[config.mk]
export PLATFORM = sky130hd
export DESIGN_NAME = text_frame_buffer_cursor_flat
export DESIGN_NICKNAME = d
export VERILOG_FILES = /design/src/hw/rtl/tfbc_pkg.sv /design/src/hw/rtl/tfbc_if.sv /design/src/hw/rtl/tfbc_ram.sv /design/src/hw/rtl/tfbc_cursor.sv /design/src/hw/rtl/text_frame_buffer_cursor.sv /design/src/flat_wrapper.sv
export VERILOG_INCLUDE_DIRS = /design/src /design/src/hw/rtl
export SDC_FILE = /design/constraint.sdc
export NUM_CORES = 1
export LEC_CHECK = 0
export ABC_AREA = 1
export BUFFER_PORTS_ARGS = -buffer_cell sky130_fd_sc_hd__buf_2
export CAP_MARGIN = 20
export CORE_ASPECT_RATIO = 0.6
export CORE_MARGIN = 5
export CORE_UTILIZATION = 54
export CTS_BUF_LIST = sky130_fd_sc_hd__clkbuf_8
export DETAILED_ROUTE_END_ITERATION = 8
export GPL_ROUTABILITY_DRIVEN = 0
export PLACE_DENSITY_LB_ADDON = 0.08
export SYNTH_ARGS = -nofsm -noshare
export SYNTH_HDL_FRONTEND = slang
export SYNTH_HIERARCHICAL = 1
export SYNTH_SLANG_ARGS = --single-unit
[constraint.sdc]
create_clock -name clk -period 5.2 [get_ports clk]
set_clock_uncertainty 0.15 [all_clocks]
set_input_delay 0 -clock clk [delete_from_list [all_inputs] [get_ports clk]]
set_output_delay 0 -clock clk [all_outputs]
set_load 0.03 [all_outputs]
[src/hw/rtl/text_frame_buffer_cursor_defines.svh]
// ----------------------------------------------------------------------------
// text frame buffer cursor assertion macros
// shared concurrent assertion forms, clocked on clk and gated by rst_n
// ----------------------------------------------------------------------------
`ifndef TEXT_FRAME_BUFFER_CURSOR_DEFINES_SVH
`define TEXT_FRAME_BUFFER_CURSOR_DEFINES_SVH

// same-cycle implication
`define TFBC_ASSERT_NOW(label, ante, cons, msg) \
  label: assert property (@(posedge clk) disable iff (!rst_n) (ante) |-> (cons)) \
    else $error(msg);

// next-cycle implication
`define TFBC_ASSERT_NEXT(label, ante, cons, msg) \
  label: assert property (@(posedge clk) disable iff (!rst_n) (ante) |=> (cons)) \
    else $error(msg);

`endif

[src/hw/rtl/tfbc_pkg.sv]
// ----------------------------------------------------------------------------
// tfbc_pkg
// geometry, field widths, control codes and shared types of the frame buffer
// ----------------------------------------------------------------------------
package tfbc_pkg;

  localparam int LINE_LEN  = 16;
  localparam int NUM_LINES = 3;
  localparam int CELLS     = LINE_LEN * NUM_LINES;
  localparam int ADDR_W    = $clog2(CELLS);
  localparam int CUR_W     = $clog2(CELLS + 1);

  localparam int FUNC_W = 1;
  localparam int CHAR_W = 8;
  localparam int RADDR_W = 6;
  localparam int CPOS_W = 6;

  localparam logic [FUNC_W-1:0] FUNC_PUT  = 1'b0;
  localparam logic [FUNC_W-1:0] FUNC_READ = 1'b1;

  localparam logic [CHAR_W-1:0] CODE_BS    = 8'd8;
  localparam logic [CHAR_W-1:0] CODE_NL    = 8'd10;
  localparam logic [CHAR_W-1:0] CODE_FF    = 8'd12;
  localparam logic [CHAR_W-1:0] CODE_CR    = 8'd13;
  localparam logic [CHAR_W-1:0] CODE_SPACE = 8'h20;

  // cursor update result for one put transfer
  typedef struct packed {
    logic [CUR_W-1:0]  cur_nxt;
    logic              we;
    logic [ADDR_W-1:0] waddr;
    logic              clr;
  } tfbc_upd_t;

endpackage

[src/hw/rtl/tfbc_if.sv]
// ----------------------------------------------------------------------------
// tfbc channel interfaces
// valid/ready channels for put/read requests and for results
// ----------------------------------------------------------------------------
interface tfbc_in_if;
  import tfbc_pkg::*;
  logic               valid;
  logic               ready;
  logic [FUNC_W-1:0]  func;
  logic [CHAR_W-1:0]  char_code;
  logic [RADDR_W-1:0] read_addr;

  modport source (output valid, func, char_code, read_addr, input ready);
  modport sink   (input valid, func, char_code, read_addr, output ready);
endinterface

interface tfbc_out_if;
  import tfbc_pkg::*;
  logic              valid;
  logic              ready;
  logic [CHAR_W-1:0] read_data;
  logic [CPOS_W-1:0] cursor_pos;
  logic [CHAR_W-1:0] echoed_char;

  modport source (output valid, read_data, cursor_pos, echoed_char, input ready);
  modport sink   (input valid, read_data, cursor_pos, echoed_char, output ready);
endinterface

[src/hw/rtl/tfbc_ram.sv]
// ----------------------------------------------------------------------------
// tfbc_ram
// generic single-write, single-read ram with registered read data
// ----------------------------------------------------------------------------
module tfbc_ram #(
  parameter int WIDTH = 8,
  parameter int DEPTH = 48
) (
  input  logic                     clk,
  input  logic                     we,
  input  logic [$clog2(DEPTH)-1:0] waddr,
  input  logic [WIDTH-1:0]         wdata,
  input  logic                     re,
  input  logic [$clog2(DEPTH)-1:0] raddr,
  output logic [WIDTH-1:0]         rdata
);

  logic [WIDTH-1:0] mem [DEPTH];
  logic [WIDTH-1:0] rdata_r;

  always_ff @(posedge clk) begin
    if (we) begin
      mem[waddr] <= wdata;
    end
    if (re) begin
      rdata_r <= mem[raddr];
    end
  end

  assign rdata = rdata_r;

endmodule

[src/hw/rtl/tfbc_cursor.sv]
// ----------------------------------------------------------------------------
// tfbc_cursor
// decodes one put byte against the current cursor into a cursor update,
// a cell write and a buffer clear
// ----------------------------------------------------------------------------
module tfbc_cursor (
  input  logic [tfbc_pkg::CUR_W-1:0]  cursor,
  input  logic [tfbc_pkg::CHAR_W-1:0] char_code,
  output tfbc_pkg::tfbc_upd_t         upd
);
  import tfbc_pkg::*;

  logic [CUR_W-1:0] line_start;
  logic [CUR_W:0]   next_start;
  logic             in_range;
  logic [CUR_W-1:0] wpos;

  // start of the line holding the cursor
  always_comb begin
    line_start = '0;
    for (int k = 0; k < NUM_LINES; k++) begin
      if (cursor >= CUR_W'(k * LINE_LEN)) begin
        line_start = CUR_W'(k * LINE_LEN);
      end
    end
  end

  assign next_start = {1'b0, line_start} + (CUR_W + 1)'(LINE_LEN);
  assign in_range   = (cursor < CUR_W'(CELLS));
  assign wpos       = in_range ? cursor : '0;

  always_comb begin
    upd.cur_nxt = cursor;
    upd.we      = 1'b0;
    upd.waddr   = ADDR_W'(wpos);
    upd.clr     = 1'b0;
    case (char_code)
      CODE_BS: begin
        if (cursor != '0) begin
          upd.cur_nxt = cursor - CUR_W'(1);
        end
      end
      CODE_FF: begin
        upd.cur_nxt = '0;
        upd.clr     = 1'b1;
      end
      CODE_NL: begin
        if (in_range) begin
          upd.cur_nxt = (next_start >= (CUR_W + 1)'(CELLS)) ? '0 : CUR_W'(next_start);
        end
      end
      CODE_CR: begin
        if (in_range) begin
          upd.cur_nxt = line_start;
        end
      end
      default: begin
        upd.we      = 1'b1;
        upd.cur_nxt = wpos + CUR_W'(1);
      end
    endcase
  end

endmodule

[src/hw/rtl/text_frame_buffer_cursor.sv]
// ----------------------------------------------------------------------------
// text_frame_buffer_cursor
// small terminal-style character frame buffer with a write cursor
// ----------------------------------------------------------------------------
// The block holds NUM_LINES x LINE_LEN character cells (3 x 16 by default) in
// one synchronous RAM and keeps a write cursor in a register. A put transfer
// (func 0) prints a byte or acts on backspace, form feed, newline or carriage
// return; a read transfer (func 1) returns one cell for the display refresher.
// Every transfer gives exactly one result, in order. Sustained rate is one
// transfer per cycle while out_ch takes results; a result passes through
// the lookup stage (waiting on the cell RAM read) and the output register.
// Cells are tracked by one valid flag each: reset and form feed drop all the
// flags at once, and a cell without its flag reads back as a space, so
// there is no clearing sweep and the block is ready right out of reset.
// ----------------------------------------------------------------------------
module text_frame_buffer_cursor (
  input  logic       clk,
  input  logic       rst_n,
  tfbc_in_if.sink    in_ch,
  tfbc_out_if.source out_ch
);
  import tfbc_pkg::*;
  `include "text_frame_buffer_cursor_defines.svh"

  // cursor and per-cell valid flags
  logic [CUR_W-1:0] cursor_r, cursor_nxt;
  logic [CELLS-1:0] vld_r, vld_nxt;

  // lookup stage: waits on the ram read
  logic              pend_r;
  logic              pend_hit_r;   // in-range read
  logic              pend_vld_r;   // cell flag sampled at transfer
  logic [CUR_W-1:0]  pend_cur_r;
  logic [CHAR_W-1:0] pend_code_r;

  // output register
  logic              out_valid_r;
  logic [CHAR_W-1:0] out_data_r;
  logic [CUR_W-1:0]  out_cur_r;
  logic [CHAR_W-1:0] out_code_r;

  logic              in_xfer;
  logic              pend_adv;
  logic              is_put;
  logic              rd_hit;
  logic [ADDR_W-1:0] raddr;
  logic [CHAR_W-1:0] ram_rdata;
  logic [CHAR_W-1:0] cell_data;
  tfbc_upd_t         upd;

  // lookup moves into the output register when it is free or draining
  assign pend_adv     = !out_valid_r || out_ch.ready;
  assign in_ch.ready  = !pend_r || pend_adv;
  assign in_xfer      = in_ch.valid && in_ch.ready;
  assign is_put       = (in_ch.func == FUNC_PUT);
  assign rd_hit       = !is_put && (in_ch.read_addr < RADDR_W'(CELLS));
  assign raddr        = ADDR_W'(in_ch.read_addr);

  tfbc_cursor u_cursor (
    .cursor    (cursor_r),
    .char_code (in_ch.char_code),
    .upd       (upd)
  );

  tfbc_ram #(
    .WIDTH (CHAR_W),
    .DEPTH (CELLS)
  ) u_cells (
    .clk   (clk),
    .we    (in_xfer && is_put && upd.we),
    .waddr (upd.waddr),
    .wdata (in_ch.char_code),
    .re    (in_xfer && rd_hit),
    .raddr (raddr),
    .rdata (ram_rdata)
  );

  // cursor and flag updates on a put transfer
  always_comb begin
    cursor_nxt = cursor_r;
    vld_nxt    = vld_r;
    if (in_xfer && is_put) begin
      cursor_nxt = upd.cur_nxt;
      if (upd.clr) begin
        vld_nxt = '0;
      end else if (upd.we) begin
        vld_nxt[upd.waddr] = 1'b1;
      end
    end
  end

  // a never-written or cleared cell shows a space
  assign cell_data = pend_hit_r ? (pend_vld_r ? ram_rdata : CODE_SPACE) : '0;

  always_ff @(posedge clk) begin
    if (!rst_n) begin
      cursor_r    <= '0;
      vld_r       <= '0;
      pend_r      <= 1'b0;
      out_valid_r <= 1'b0;
    end else begin
      cursor_r <= cursor_nxt;
      vld_r    <= vld_nxt;
      if (pend_r && pend_adv) begin
        out_valid_r <= 1'b1;
      end else if (out_ch.ready) begin
        out_valid_r <= 1'b0;
      end
      if (in_xfer) begin
        pend_r <= 1'b1;
      end else if (pend_adv) begin
        pend_r <= 1'b0;
      end
    end
  end

  // payload registers
  always_ff @(posedge clk) begin
    if (in_xfer) begin
      pend_hit_r  <= rd_hit;
      pend_vld_r  <= vld_r[raddr];
      pend_cur_r  <= cursor_nxt;
      pend_code_r <= in_ch.char_code;
    end
    if (pend_r && pend_adv) begin
      out_data_r <= cell_data;
      out_cur_r  <= pend_cur_r;
      out_code_r <= pend_code_r;
    end
  end

  assign out_ch.valid       = out_valid_r;
  assign out_ch.read_data   = out_data_r;
  assign out_ch.cursor_pos  = CPOS_W'(out_cur_r);
  assign out_ch.echoed_char = out_code_r;

  `TFBC_ASSERT_NOW(a_cursor_bound, 1'b1, cursor_r <= CUR_W'(CELLS), "cursor beyond end position")
  `TFBC_ASSERT_NEXT(a_ff_home, in_xfer && is_put && in_ch.char_code == CODE_FF, cursor_r == '0 && vld_r == '0, "form feed did not home and clear")
  `TFBC_ASSERT_NEXT(a_pend_hold, pend_r && !pend_adv, pend_r && $stable(pend_cur_r), "lookup lost while output stalled")
  `TFBC_ASSERT_NEXT(a_read_keeps, in_xfer && !is_put, $stable(cursor_r) && $stable(vld_r), "read transfer changed state")

endmodule
[src/flat_wrapper.sv]
// flat-port wrapper written by rule: the top's interface ports become plain ports
module text_frame_buffer_cursor_flat import tfbc_pkg::*;
  (clk, rst_n, in_ch_valid, in_ch_func, in_ch_char_code, in_ch_read_addr, in_ch_ready, out_ch_valid, out_ch_read_data, out_ch_cursor_pos, out_ch_echoed_char, out_ch_ready);
  tfbc_in_if in_ch_i ();
  tfbc_out_if out_ch_i ();
  input  logic clk;
  input  logic rst_n;
  input wire logic [$bits(in_ch_i.valid)-1:0] in_ch_valid;
  input wire logic [$bits(in_ch_i.func)-1:0] in_ch_func;
  input wire logic [$bits(in_ch_i.char_code)-1:0] in_ch_char_code;
  input wire logic [$bits(in_ch_i.read_addr)-1:0] in_ch_read_addr;
  output wire logic [$bits(in_ch_i.ready)-1:0] in_ch_ready;
  output wire logic [$bits(out_ch_i.valid)-1:0] out_ch_valid;
  output wire logic [$bits(out_ch_i.read_data)-1:0] out_ch_read_data;
  output wire logic [$bits(out_ch_i.cursor_pos)-1:0] out_ch_cursor_pos;
  output wire logic [$bits(out_ch_i.echoed_char)-1:0] out_ch_echoed_char;
  input wire logic [$bits(out_ch_i.ready)-1:0] out_ch_ready;
  assign in_ch_i.valid = in_ch_valid;
  assign in_ch_i.func = in_ch_func;
  assign in_ch_i.char_code = in_ch_char_code;
  assign in_ch_i.read_addr = in_ch_read_addr;
  assign in_ch_ready = in_ch_i.ready;
  assign out_ch_valid = out_ch_i.valid;
  assign out_ch_read_data = out_ch_i.read_data;
  assign out_ch_cursor_pos = out_ch_i.cursor_pos;
  assign out_ch_echoed_char = out_ch_i.echoed_char;
  assign out_ch_i.ready = out_ch_ready;
  text_frame_buffer_cursor u_core (.clk(clk), .rst_n(rst_n), .in_ch(in_ch_i), .out_ch(out_ch_i));
endmodule
# Word level (Yosys, flattened, before mapping)
# Memory sizes are Yosys's and may differ from the RTL's. A register that Yosys moved wholly into a read port is not among the register bits.
# Index checks and enable logic that the tools add are counted.
[word_totals]
ff_bits = 94
ram_bits = 384
in_bits = 19
output_inout_bits = 24
elab_cells = 72
mem_count = 1
[classes]
add_sub_neg = 3
order_cmp = 8
n_eq_ne = 5
muxes = 24
bitwise = 2
reduce_logical = 17
[memory_table]
columns = ["memory", "words", "word_bits", "read_ports", "rd_ports_with_merged_regs", "write_ports", "line_no", "rtl"]
rows = [
  ["u_core.u_cells.mem", 48, 8, 1, 1, 1, "tfbc_ram.sv:18", "logic [WIDTH-1:0] mem [DEPTH];"],
]
[ops]
columns = ["operator", "n"]
rows = [
  ["$mux 48", 2],
  ["$mux 6", 8],
  ["$or 48x48->48", 1],
  ["$eq 8x4->1 const B", 4],
  ["$pmux 6 s4", 1],
  ["$lt 6x7->1 const B", 2],
  ["$lt 6x6->1 const B", 2],
  ["$mux 1", 10],
  ["$add 6x5->7 const B", 1],
  ["$ge 7x6->1 const B", 1],
  ["$logic_and 1x1->1", 7],
  ["$add 6x1->6 const B", 1],
  ["$bmux 1 s6", 1],
  ["$demux 1 s6", 1],
  ["$ge 6x1->1 const B", 1],
  ["$ge 6x5->1 const B", 1],
  ["$ge 6x6->1 const B", 1],
  ["$reduce_bool 6->1", 1],
  ["$sub 6x1->6 const B", 1],
  ["$mux 5", 1],
  ["$reduce_and 2->1", 2],
  ["$reduce_bool 2->1", 2],
  ["$reduce_or 4->1", 1],
  ["$logic_not 1->1", 2],
  ["other kinds (3)", 4],
]

# Longest topological paths before layout
# Gate-level depths: netlist of run 1.
[logic_depth]
ltp_word = 9
ltp_mapped = 12
depth_no_buf = 11

# By module
# Netlist of run 1, hierarchy kept.
[by_module_without_submodules]
columns = ["mod", "n_inst", "cells_per_inst", "area_per_inst_um2", "seq_area_each_um2"]
rows = [
  ["tfbc_ram", 1, 1331, 15932.8, 11771.3],
  ["text_frame_buffer_cursor", 1, 411, 3683.5, 2262.2],
  ["tfbc_cursor", 1, 121, 690.7, 0.0],
]

# Worst setup path before layout of run 1
# No wires, ideal clock.
[synth_path]
kind = "reg2reg"
startpoint = "reg u_core.out_valid_r (netlist: u_core/out_ch.valid)"
endpoint = "mem u_core.u_cells.mem[32][0], enable pin"
setup_ns = 0.370
arrival_ns = 1.956
required_ns = 4.680
setup_slack_ns = 2.724
path_stages_with_launch = 7
n_path_buf = 1
synth_period_minus_slack_ns = 2.476
cell_sequence = "dfxtp_1 -> nand3_2 -> nand2_1 -> nor3b_1 -> clkbuf_1 -> nand4_1 -> nor2_1"
[synth_via]
elab_chain_len = 8
[synth_lines]
columns = ["item", "line_no", "rtl"]
rows = [
  ["start: declaration", "text_frame_buffer_cursor.sv:37", "logic out_valid_r;"],
  ["start signal: assignment", "text_frame_buffer_cursor.sv:100", "out_valid_r <= 1'b0;"],
  ["start signal: assignment", "text_frame_buffer_cursor.sv:105", "out_valid_r <= 1'b1;"],
  ["start signal: assignment", "text_frame_buffer_cursor.sv:107", "out_valid_r <= 1'b0;"],
  ["$logic_not 1->1", "text_frame_buffer_cursor.sv:52", "assign pend_adv = !out_valid_r || out_ch.ready;"],
  ["$logic_or 1x1->1", "text_frame_buffer_cursor.sv:52", ""],
  ["$logic_or 1x1->1", "text_frame_buffer_cursor.sv:53", "assign in_ch.ready = !pend_r || pend_adv;"],
  ["via in_ch_ready", "flat_wrapper.sv:12", "output wire logic [$bits(in_ch_i.ready)-1:0] in_ch_ready;"],
  ["$logic_and 1x1->1", "text_frame_buffer_cursor.sv:54", "assign in_xfer = in_ch.valid && in_ch.ready;"],
  ["$logic_and 1x1->1 (2 in series)", "text_frame_buffer_cursor.sv:70", ".we (in_xfer && is_put && upd.we),"],
  ["$mux 1", "tfbc_ram.sv:22", "if (we) begin"],
  ["$mux 1 (not written as such)", "tfbc_ram.sv:23", "mem[waddr] <= wdata;"],
  ["end: declaration", "tfbc_ram.sv:18", ""],
]
# The timed path passes the listed nets, and every way through them passes these cells.

==> results of run 1 <==
==> tightest hold or removal path: stages <==
cell,delay [ps]
buf_2,290
nand3_1,180
nand2_1,60
nand2_1,50
nand2_1,40
==> sequential cells by signal (all words and copies together) (netlist names), 6 cells and up <==
| signal | cells |
|---|---|
| u_core/u_cells/rdata | 8 |
| u_core/pend_code_r | 8 |
| u_core/u_cells/mem | 384 |
| u_core/pend_cur_r | 6 |
| u_core/out_ch.read_data | 8 |
| u_core/vld_r | 48 |
| u_core/cursor_r | 6 |
| u_core/out_ch.echoed_char | 8 |
| u_core/out_ch.cursor_pos | 6 |
==> cells by family after synthesis <==
logic type / synth area share, %
AO/OA/AOI/OAI: 5.00
buffers and inverters: 4.15
XOR/XNOR: 0.173
adder cells (fa/ha/maj): 0.431
flip-flops: 69.1
AND/OR/NAND/NOR: 21.1
==> cell usage after synthesis (3+ instances only) <==
| cell type | number | share of area, % |
|---|---|---|
| nand2_1 | 432 | 8.0 |
| edfxtp_1 | 430 | 64 |
| nand3_1 | 282 | 7.0 |
| nor2_1 | 231 | 4.3 |
| inv_1 | 76 | 1.4 |
| o21ai_0 | 71 | 1.7 |
| a21oi_1 | 59 | 1.5 |
| dfxtp_1 | 56 | 5.5 |
| buf_2 | 46 | 1.1 |
| o211ai_1 | 36 | 1.3 |
| clkbuf_1 | 27 | 0.50 |
| nor3_1 | 22 | 0.54 |
| buf_6 | 10 | 0.55 |
| nor2_2 | 10 | 0.31 |
| buf_1 | 9 | 0.17 |
| inv_2 | 9 | 0.17 |
| ha_1 | 7 | 0.43 |
| a211oi_1 | 6 | 0.22 |
| or2_2 | 6 | 0.18 |
| nor2_4 | 5 | 0.28 |
| o21ai_1 | 5 | 0.12 |
| nand2_2 | 4 | 0.12 |
| buf_4 | 3 | 0.11 |
| nand3_2 | 3 | 0.15 |
| nand3b_1 | 3 | 0.11 |
| xor2_1 | 3 | 0.13 |
==> power by group <==
group	switching (mW)	internal (mW)	leakage, nW
clock network	1.43	1.43	0.779
logic	0.460	0.148	3.00
registers	0.0169	4.29	4.35
total	1.91	5.87	8.13
==> path summary, 6_finish.rpt <==
| check | startpoint | endpoint | slack, ps |
|---|---|---|---|
| setup / recovery | u_core/cursor_r[5]$_SDFF_PN0_ | u_core/u_cells/mem[40][4]$_DFFE_PP_ | 1890 |
| hold / removal | in_ch_read_addr[3] | u_core/u_cells/rdata[7]$_DFFE_PP_ | 50 |
| setup reg to reg | u_core/cursor_r[5]$_SDFF_PN0_ | u_core/u_cells/mem[40][4]$_DFFE_PP_ | 1890 |
| hold reg to reg | u_core/pend_code_r[0]$_DFFE_PP_ | u_core/out_ch.echoed_char[0]$_DFFE_PP_ | 270 |
==> what timing repair did <==
item,CTS,global route
hold buffers,21,0
gates resized for setup,0,0
buffers inserted,0,0
endpoints found under the hold margin,360,0
endpoints found under the setup margin,0,0
==> per-stage QoR <==
stage	power [mW]	setup WS, ps	cells	hold slack [ps]
6_report	7.78	1890	2493	45.4
5_1_grt	8.08	1700	2493	50.8
4_1_cts	7.81	1620	2491	26.7
3_5_place_dp	4.97	1490	2339	156
3_3_place_gp	4.96	1540	2338	147
2_1_floorplan	4.74	2720	1863	-51.1
==> cell usage in the layout, fill, tap and decap left out, types with 9 or more instances in the layout <==
| cell | instances |
|---|---|
| nand2_1 | 432 |
| edfxtp_1 | 430 |
| nand3_1 | 282 |
| nor2_1 | 231 |
| inv_1 | 104 |
| clkbuf_8 | 78 |
| o21ai_0 | 71 |
| a21oi_1 | 58 |
| dfxtp_1 | 56 |
| buf_2 | 40 |
| o211ai_1 | 36 |
| nor3_1 | 22 |
| dlygate4sd3_1 | 21 |
| buf_4 | 16 |
| clkinv_1 | 14 |
| nor2_2 | 10 |
| inv_2 | 9 |
==> cell type report <==
cell class / count / area, sq um / area share [%]
clock buffer: 78 / 1070 / 4.80
tap: 513 / 642 / 2.87
inverter: 86 / 333 / 1.49
sequential: 486 / 14000 / 62.8
clock inverter: 53 / 241 / 1.08
multi-input combinational: 1195 / 5430 / 24.3
timing repair buffer: 82 / 592 / 2.65
==> per-layer routing <==
metal / global-route usage, % / part of all wire [%] / vias up
met4: 5.66 / 1.4 / 0
met5: 0 / 0 / -
met3: 9.31 / 13 / 53
li1: - / - / 6577
met2: 33.7 / 40 / 776
met1: 42.1 / 46 / 6959
==> metrics list, run 1 <==
- At the pin with the least slew margin, the transition time is approximately 1100 ps.
* Number of inserted filler cells in the final layout: between 3000 and 4000
- In this design, the stage delay of the slowest critical-path cell is 720 ps.
* Detailed-placement wirelength estimate: roughly 33000 um
* Cell type group with the largest total delay on the critical path: simple AND/OR/NAND/NOR gates
* Post-route DRC violation count: 0
* Final hold violation count: 0
- By startpoint and endpoint, the worst setup path is classified as reg2reg.
* Final Critical Period: about 3300 ps
* Cell area after placement: 0.0208 sq mm
* WP depth: 7
- Critical path capture point type: flop
- Entering global routing, the biggest net connects 140 pins.
- In this run, synthesis inferred 430 flip-flops with an integrated enable.
- Netlist area before placement: between 0.02 and 0.025 sq mm
- Number of top-level pins: 43
- The number of antenna violations at the first check in global routing came to 0.
- Final non-filler cell area: between 0.02 and 0.025 sq mm
- Core Area: about 0.037 sq mm
* Number of failing setup endpoints in the final timing report: 0
- In this run, synthesis produced a sequential element count of between 400 and 500.
* Number of buffers between clock root and the deepest sink: 3
- Final WL: 54700 um
* Mean routed wirelength per cell: between 20 and 25 um
* End-of-flow core utilization: around three fifths
- Number of detailed-routing iterations run before antenna repair: 6
* Clock tree from TritonCTS: yes
- Clock network latency to the later pin of the worst-skew pair: 620 ps
* Largest fanout on the critical path: 11
- The first global-routing pass estimated between 80000 and 90000 um of wire.
* Number of cells traversed by the worst hold path: 5
- The largest individual stage delay along the critical path comes from the cell nor2_1.
- Normalized max-slew margin: a little over a quarter
- HP Class: in2reg
- Portion of the post-synthesis area used by sequential elements: between 60% and 70%
- Distinct cell type count of the synthesized netlist: 35
- In the routed layout, each cell is associated on average with a via count of 5.76.
- A synthesized cell averages around 11 sq um.
- In the final layout, the share of cells above drive strength 1 is approximately a tenth.
- Number of inserted diodes: 0
- The detailed router placed approximately 14000 vias in this run.
* Final Max Slew Viols: 0
- The floorplan has 55 rows.
- Max-cap violations in this run came to 0.
* Cell count of the worst reg-to-reg path: 7
- Most used DFF post-synth: edfxtp_1
* Gate count after technology mapping: approximately 1900
* Die Area: about 0.042 sq mm
* RSZ-0062 raised after global routing: no
- STA puts the critical path data arrival time at roughly 3400 ps.
* CTS Root Cell: clkbuf_8
- STA classifies the critical path startpoint as a flop.
- Dividing total power by cell area gives a power density of 348 mW/mm^2.
* Worst endpoint required time: roughly 5300 ps
* Critical path buffers and inverters: 2
- The detailed router finished its first iteration with 1828 violations.
* Buffers on Ports: between 40 and 50
* Nets in the synthesized netlist: roughly 1900
- After clock tree synthesis, the clock-pin slew on the worst setup and hold paths is around 60 ps.
* Floorplan die width: about 260 um
- Vertical die dimension: 160 um
- Number of clock sinks seen by CTS: between 400 and 500
* Area overhead of the layout relative to synthesis: 10.1%
* Final total negative setup slack: 0 ps
- In the finished design, the share of the clock period the worst path needs comes to a little under two thirds.
* Total global-route track usage: a little over a quarter
- The count of nets left with antenna violations once routing finished came out at 0.
* Num CTS Buffers: 73
- VDD sags by at most 0.201 mV.
- The critical path goes through ha_1, inv_6, nand2_2, inv_1, nor3_1, nand2_1, nor2_1.
- Synth async-reset ratio: 0%
* Final layout net count: 1950
- Static power due to leakage: 8.13 nW
* Number of global-route vias before repair: between 10000 and 15000
- Effective utilization at floorplan: 54.2%
- Outcome: complete, no violations
- H-tree Lvls: 3
- Highest Clock Rate: around 0.3 GHz
- Synthesis warning total: 6
- After global routing the overflow that remains totals 0.
(Power assumes the default switching activity.)
==> run 2, diff against run 1 <==
==> constraint.sdc (replaced) <==
create_clock -name clk -period 3.1 [get_ports clk]
set_clock_uncertainty 0.15 [all_clocks]
set_input_delay 0 -clock clk [delete_from_list [all_inputs] [get_ports clk]]
set_output_delay 0 -clock clk [all_outputs]
set_load 0.03 [all_outputs]
==> run 2 against run 1 <==
Against the previous run:
- sequential cell count stayed put
- total power grew 68%
- count of clock-buffer cells in the layout did not move
- non-clock buffer count is 66 higher
- die area is the same
- sequential share of layout area shrank 1.4 points
- first-iteration DRC count is 14% higher
- clock power increased by 67%
- final area grew 2.3%
- routed wire length decreased by 2.8%
==> metrics list, run 2 (same netlist as run 1, synthesis figures left out) <==
- The startpoint identified for the worst register-to-register timing path is u_core/cursor_r[4]$_SDFF_PN0_.
- Entering global routing, the biggest net connects 170 pins.
- The total overflow left after global routing is 0.
* Most frequent standard cell in the layout excluding fill and tap cells: nand2_1
- Global-route wire length before repair: between 80000 and 90000 um
- CTS Root Cell: clkbuf_8
* Largest vdd supply drop: between 0.4 and 0.5 mV
- HP Class: in2reg
* Power per standard cell area: between 500 and 600 mW/mm^2
* Cell-by-cell trace of the critical path: ha_1, inv_6, nand2_2, inv_1, inv_1, nor3_1, nand2_1, nor2_1, buf_4
- Outcome: complete, no violations
- Total global-route track usage: about 26%
- The completed layout was analyzed and its total power is ~13 mW.
- Dividing the detail-routed wire length by the instance count gives about 21 um.
- Counting instances, the worst hold path has a depth of 2.
- Counting tap cells, the placed design contains a total of 2408 instances.
- The highest layer touched by signal routing is met4.
* Reg clk slew, reported paths: 70 ps
* Cell repeated most along the worst path: inv_1
* Number of top-level pins: 43
- Register containing the most flip-flops in the final layout: u_core/u_cells/mem
- Max-cap violations: 0
- Clock tree synthesis inserted a total of just over 70 buffers.
- The worst setup path is captured at a flop.
* CP max stage cell: ha_1
- After floorplanning, the core was divided into between 50 and 60 placement rows.
* Post-route antenna net violation count: 0
- Setup violations remaining at the end of the flow were counted as 0.
* H-tree Lvls: 3
* Core Area: 0.0374 sq mm
- Number of buffers between clock root and the deepest sink: 3
- In this run the critical register-to-register path is captured at u_core/u_cells/mem[13][1]$_DFFE_PP_.
* Share of final-layout standard cells stronger than drive strength 1: roughly 13%
- Number of clock sinks seen by CTS: 486
- Minimum setup slack among reg-to-reg paths: 300 ps
* Routed metal-1 wire length: about 26000 um
- The floorplan step defined a die boundary enclosing around 0.042 sq mm.
* Final WL: approximately 53000 um
* Number of flip-flops under the largest register name: about 380
- Setup repair after global routing left no endpoint under its margin.
- The repair_antennas step left the layout with diodes totalling 0.
- The number of global-route vias before repair is between 10000 and 15000.
* Via total after detailed routing: 14356
* Post-route DRC violation count: 0
- Number of detailed-routing iterations run before antenna repair: 5
* Final hold violation count: 0
- In the layout the commonest cells are nand2_1, edfxtp_1, nand3_1.
- Startpoint-to-endpoint class of the critical path: reg2reg
* Final total negative setup slack: 0 ps
* Cts repair resizes: 0
* Initial antenna violation count: 0
* Clock tree from TritonCTS: yes
* Clock network latency to the later pin of the worst-skew pair: approximately 630 ps
- Setup fix buffers added after clock tree synthesis: 0
- The largest registers in the layout are u_core/u_cells/mem (384), u_core/vld_r (48).
- Measured along the y axis, the die boundary spans between 150 and 200 um.
- In this design, the stage delay of the slowest critical-path cell is approximately 380 ps.
- In this run the worst path has a maximum fanout of 11.
* Floorplan die width: around 260 um
- Normalized max-slew margin: 23.9%
* Transition time of the tightest slew-check pin: 1130 ps
- Final layout net count: between 2000 and 2500
* Cell count of the worst reg-to-reg path: 9
- For the worst setup path, the data required time is between 3000 and 4000 ps.
* Finished Layout Cells: about 2600
* Worst endpoint data arrival time: around 3000 ps
* Static power due to leakage: 8.46 nW
- Final Critical Period: around 2800 ps
- The worst setup path is launched from a flop.
* Final Max Slew Viols: 0
- End-of-flow core utilization: slightly above 60%
* DR WL met3: 6080 um
- In the routed layout, each cell is associated on average with a via count of ~5.6.
- The path with the worst hold slack has its endpoint at u_core/u_cells/mem[44][0]$_DFFE_PP_.
- Effective utilization at floorplan: 54.2%
- The count of buffers added on input and output ports is 42.
- Detailed placement finished with a half-perimeter wire length of around 34000 um.
- From synthesis to final layout, the design area changed by 12.6%.
- The detailed router finished its first iteration with 2089 violations.
- Ratio of final minimum period to clock period: about nine tenths
- Based on the critical path, the design can be clocked at up to 0.357 GHz.
- Met2 wire length: ~21000 um
- Worst hold path startpoint: in_ch_char_code[0]
-- run 2: cell count changes in the layout (fill, tap and decap cells not counted) --
cell           before  now
buf_4              16   82
buf_12              1    5
inv_1             104  100
buf_8               1    0
dlygate4sd3_1      21   20
clkinvlp_4          2    4
clkinv_2            7    3
clkinv_1           14   15
clkbuf_4            2    0
-- run 2: what timing repair did --
| action | CTS | global route |
|---|---|---|
| hold endpoints to repair | 330 | 0 |
| hold buffers | 20 | 0 |
| endpoints found under the setup margin | 0 | 0 |
-- run 2: worst max path at each step --
stage                                           from                             endpoint  slack, ps  depth (start not counted)
floorplan           u_core/out_ch.valid$_SDFFE_PN0P_  u_core/u_cells/mem[32][0]$_DFFE_PP_        620                          6
global placement       u_core/cursor_r[5]$_SDFF_PN0_  u_core/u_cells/mem[13][4]$_DFFE_PP_        460                          9
detailed placement     u_core/cursor_r[4]$_SDFF_PN0_  u_core/u_cells/mem[13][6]$_DFFE_PP_        350                          9
CTS                    u_core/cursor_r[4]$_SDFF_PN0_  u_core/u_cells/mem[13][1]$_DFFE_PP_        340                          9
global route           u_core/cursor_r[4]$_SDFF_PN0_  u_core/u_cells/mem[25][7]$_DFFE_PP_        190                          9
finish                 u_core/cursor_r[4]$_SDFF_PN0_  u_core/u_cells/mem[13][1]$_DFFE_PP_        300                          9
-- run 2: area by class of cell --
type,instances,area (sq um)
Timing Repair Buffer,148,1130
Tap cell,513,642
Multi-Input combinational cell,1195,5430
Clock inverter,48,225
Fill cell,3133,14600
Clock buffer,78,1070
Inverter,86,333
Sequential cell,486,14000
-- run 2: per-stage QoR --
stage               hold slack [ps]  setup slack, ps  cell area [sq um]
floorplan                     -51.1              624              20300
global placement                149              459              21400
detailed placement              163              348              21400
CTS                            95.2              343              22900
global route                    191              185              22900
finish                          191              300              22900
-- run 2: critical path, delay by kind of cell (launching register included) --
kind	cells	cell delay (ps)
fa+ha+maj	1	380
simple gates	4	830
flops	1	350
buf+inv	4	780
-- run 2: metal layers --
layer / vias to the layer above / global-route usage [%]
li1: 6710 / -
met3: 50 / 7.36
met2: 638 / 32.7
met1: 6958 / 42.9
met5: - / 0
met4: 0 / 4.85
-- run 2: power by group --
group | switching [mW] | internal [mW] | leakage [nW]
Clock | 2.41 | 2.39 | 0.744
Combinational | 0.770 | 0.272 | 3.37
Sequential | 0.0244 | 7.19 | 4.35
==> run 3, diff against run 2 <==
--- a/config.mk
+++ b/config.mk
@@ -7,14 +7,15 @@
 export NUM_CORES = 1
 export LEC_CHECK = 0
 export ABC_AREA = 1
-export BUFFER_PORTS_ARGS = -buffer_cell sky130_fd_sc_hd__buf_2
 export CAP_MARGIN = 20
 export CORE_ASPECT_RATIO = 0.6
 export CORE_MARGIN = 5
 export CORE_UTILIZATION = 54
 export CTS_BUF_LIST = sky130_fd_sc_hd__clkbuf_8
 export DETAILED_ROUTE_END_ITERATION = 8
+export DONT_BUFFER_PORTS = 1
 export GPL_ROUTABILITY_DRIVEN = 0
+export MAX_ROUTING_LAYER = met4
 export PLACE_DENSITY_LB_ADDON = 0.08
 export SYNTH_ARGS = -nofsm -noshare
 export SYNTH_HDL_FRONTEND = slang
==> run 3 against run 2 <==
Against the previous run:
- non-clock buffer count shrank 29
- core utilization grew 0.25 points
- worst setup slack lost 150 ps
- first-iteration DRC count shrank 4.7%
- hold slack lost 110 ps
- via count grew 1.8%
- clock power shrank 0.8%
- final area grew 0.42%
- routed wire length grew 3.3%
- critical path depth grew 1
- total power shrank 0.63%
- largest cell class unchanged
==> metrics list, run 3 (same netlist as run 1, synthesis figures left out) <==
* Outcome: complete, no violations
- The first detailed-routing pass ran for 5 iterations.
- Transition time of the tightest slew-check pin: 900 ps
* Die Area: around 0.042 sq mm
- Register share of total power: between 50% and 60%
* Worst endpoint data arrival time: between 3000 and 4000 ps
- The worst pin sits at a relative slew slack of between 30% and 40%.
- Reported net switching power: between 3 and 4 mW
- The first global-routing pass estimated about 84000 um of wire.
* Via total after detailed routing: roughly 15000
* H-tree Lvls: 3
- Final total negative setup slack: 0 ps
- In this run, the number of DRC markers left after iteration 0 of detailed routing was between 1500 and 2000.
- Once detail routing completed, the nets flagged for antenna violations numbered 0.
- Highest-count cells in the layout ignoring fill and taps: nand2_1, edfxtp_1, nand3_1
* Clock tree from TritonCTS: yes
* Clock network latency to the later pin of the worst-skew pair: approximately 630 ps
* Share of final-layout standard cells stronger than drive strength 1: about a tenth
- By startpoint and endpoint, the worst setup path is classified as reg2reg.
- The clock drives 486 sinks.
* CTS Root Cell: clkbuf_8
* Detailed-placement wirelength estimate: just over 30000 um
- Buffers on Ports: 0
- In this run the cell area measured after placement is approximately 0.021 sq mm.
* Initial antenna violation count: 2
- Worst endpoint required time: about 3300 ps
- Per-cell via count in the routed design: a little under 6
- RSZ-0062 raised after global routing: no
* Cell row count: 55
- Compared with the post-synthesis result, the final layout area differs by 13.1%.
- After clock tree synthesis, the clock-pin slew on the worst setup and hold paths is ~60 ps.
* HP Class: in2reg
* Num CTS Buffers: 70
* Combinational share of power: approximately 7.5%
- Final layout net count: 1984
- In the final layout, the registers with the most flip-flops are u_core/u_cells/mem (384), u_core/vld_r (48).
* Final hold violation count: 0
* Cell internal pwr: a little under 10 mW
* Most frequent standard cell in the layout excluding fill and tap cells: nand2_1
- Of all nets on the critical path, the largest fanout is 1.
- Largest vdd supply drop: ~0.38 mV
* Ratio of final minimum period to clock period: between 90% and 100%
- Number of buffers between clock root and the deepest sink: 3
- Clock network power share: between 30% and 40%
* Total global-route track usage: between 20% and 30%
- Timing would allow up to ~0.34 GHz.
- In the routed design, unresolved DRC markers number 0.
- Final Max Slew Viols: 0
- Static power due to leakage: between 8 and 9 nW
* Critical path capture point type: flop
- Across the run, the number of max-cap violations was 0.
- The register with the most flip-flops in the layout has about 380 of them.
* Core Area: roughly 0.037 sq mm
- Effective utilization at floorplan: 54.2%
- Largest net degree at the start of global routing: 210
* Number of global-route vias before repair: 13633
* Final non-filler cell area: about 0.023 sq mm
- Of the total power, the share spent switching nets is between 20% and 30%.
- For the finished layout, the period the worst path requires is approximately 2900 ps.
- Vertical die dimension: between 150 and 200 um
* Overflow after GRT: 0
* Mean routed wirelength per cell: ~22 um
- Number of failing setup endpoints in the final timing report: 0
- Power per standard cell area: around 570 mW/mm^2
- Summed over all layers, the routed wires come to 55000 um.
- Sort of element at the start of the critical path: flop
- 43 I/O pins were placed.
- Register containing the most flip-flops in the final layout: u_core/u_cells/mem
* Floorplan die width: approximately 260 um
run 3: cell types whose count changed in the layout (fill, tap and decap cells not counted), moves of 3 or more:
| cell | delta |
|---|---|
| buf_16 | +8 |
| buf_4 | -15 |
| inv_1 | +3 |
| clkinvlp_4 | -3 |
| clkbuf_8 | -4 |
| dlygate4sd3_1 | +17 |
| buf_2 | -40 |
run 3: per-stage QoR:
step | hold WS (ps) | power, mW | worst slack [ps] | cells | util [%]
final | 78.6 | 13.0 | 153 | 2528 | 61.3
after CTS | 2.48 | 13.1 | 30.6 | 2527 | 61.3
after floorplan | -51.1 | 7.94 | 624 | 1863 | -
after detailed placement | -46.6 | 8.09 | 383 | 2350 | 56.1
after global placement | -46.5 | 8.09 | 411 | 2350 | 56.1
after global routing | 71.8 | 13.5 | 84.6 | 2528 | 61.3
run 3: layout make-up:
type,count,area [sq um]
sequential,486,14000
inverter,86,333
fill,3107,14500
clock inverter,53,269
multi-input combinational,1195,5440
tap,513,642
clock buffer,74,1020
antenna,2,5.00
timing repair buffer,119,1230
run 3: power by group through the flow:
stage | sequential (mW) | clock, mW | combinational (mW)
2_1_floorplan | 7.38 | 0 | 0.564
3_3_place_gp | 7.39 | 0 | 0.702
3_5_place_dp | 7.39 | 0 | 0.707
4_1_cts | 7.25 | 4.86 | 0.950
5_1_grt | 7.25 | 5.19 | 1.05
6_report | 7.25 | 4.76 | 0.974
run 3: critical path, cell delays in order (launching register included):
cell,delay (ps)
edfxtp_1,360
nand2_1,80
nand3_1,80
nand3_1,110
nand2_1,120
nand2_1,80
nand3_1,220
nand3_1,190
dlygate4sd3_1,590
nand2_1,100
dlygate4sd3_1,600
run 3: routing by layer:
metal / track usage, % / up-vias / wire, um
li1: - / 6664 / -
met1: 44.0 / 7080 / 26100
met2: 34.6 / 795 / 22000
met3: 7.05 / 70 / 6030
met4: 5.90 / 0 / 756
met5: - / - / 0
run 3: final timing paths:
| check | from | end | slack (ps) | depth (start not counted) |
|---|---|---|---|---|
| setup / recovery | u_core/u_cells/mem[19][4]$_DFFE_PP_ | u_core/u_cells/rdata[4]$_DFFE_PP_ | 150 | 10 |
| hold / removal | in_ch_read_addr[1] | u_core/pend_vld_r$_DFFE_PP_ | 80 | 7 |
| setup reg to reg | u_core/u_cells/mem[19][4]$_DFFE_PP_ | u_core/u_cells/rdata[4]$_DFFE_PP_ | 150 | 10 |
| hold reg to reg | u_core/pend_code_r[0]$_DFFE_PP_ | u_core/out_ch.echoed_char[0]$_DFFE_PP_ | 270 | 0 |
run 3: repair_timing:
action	in CTS	in global routing
hold endpoints to repair	535	0
setup endpoints to repair	0	2
setup buffers	0	0
hold buffers	50	0
gates resized for setup	0	2
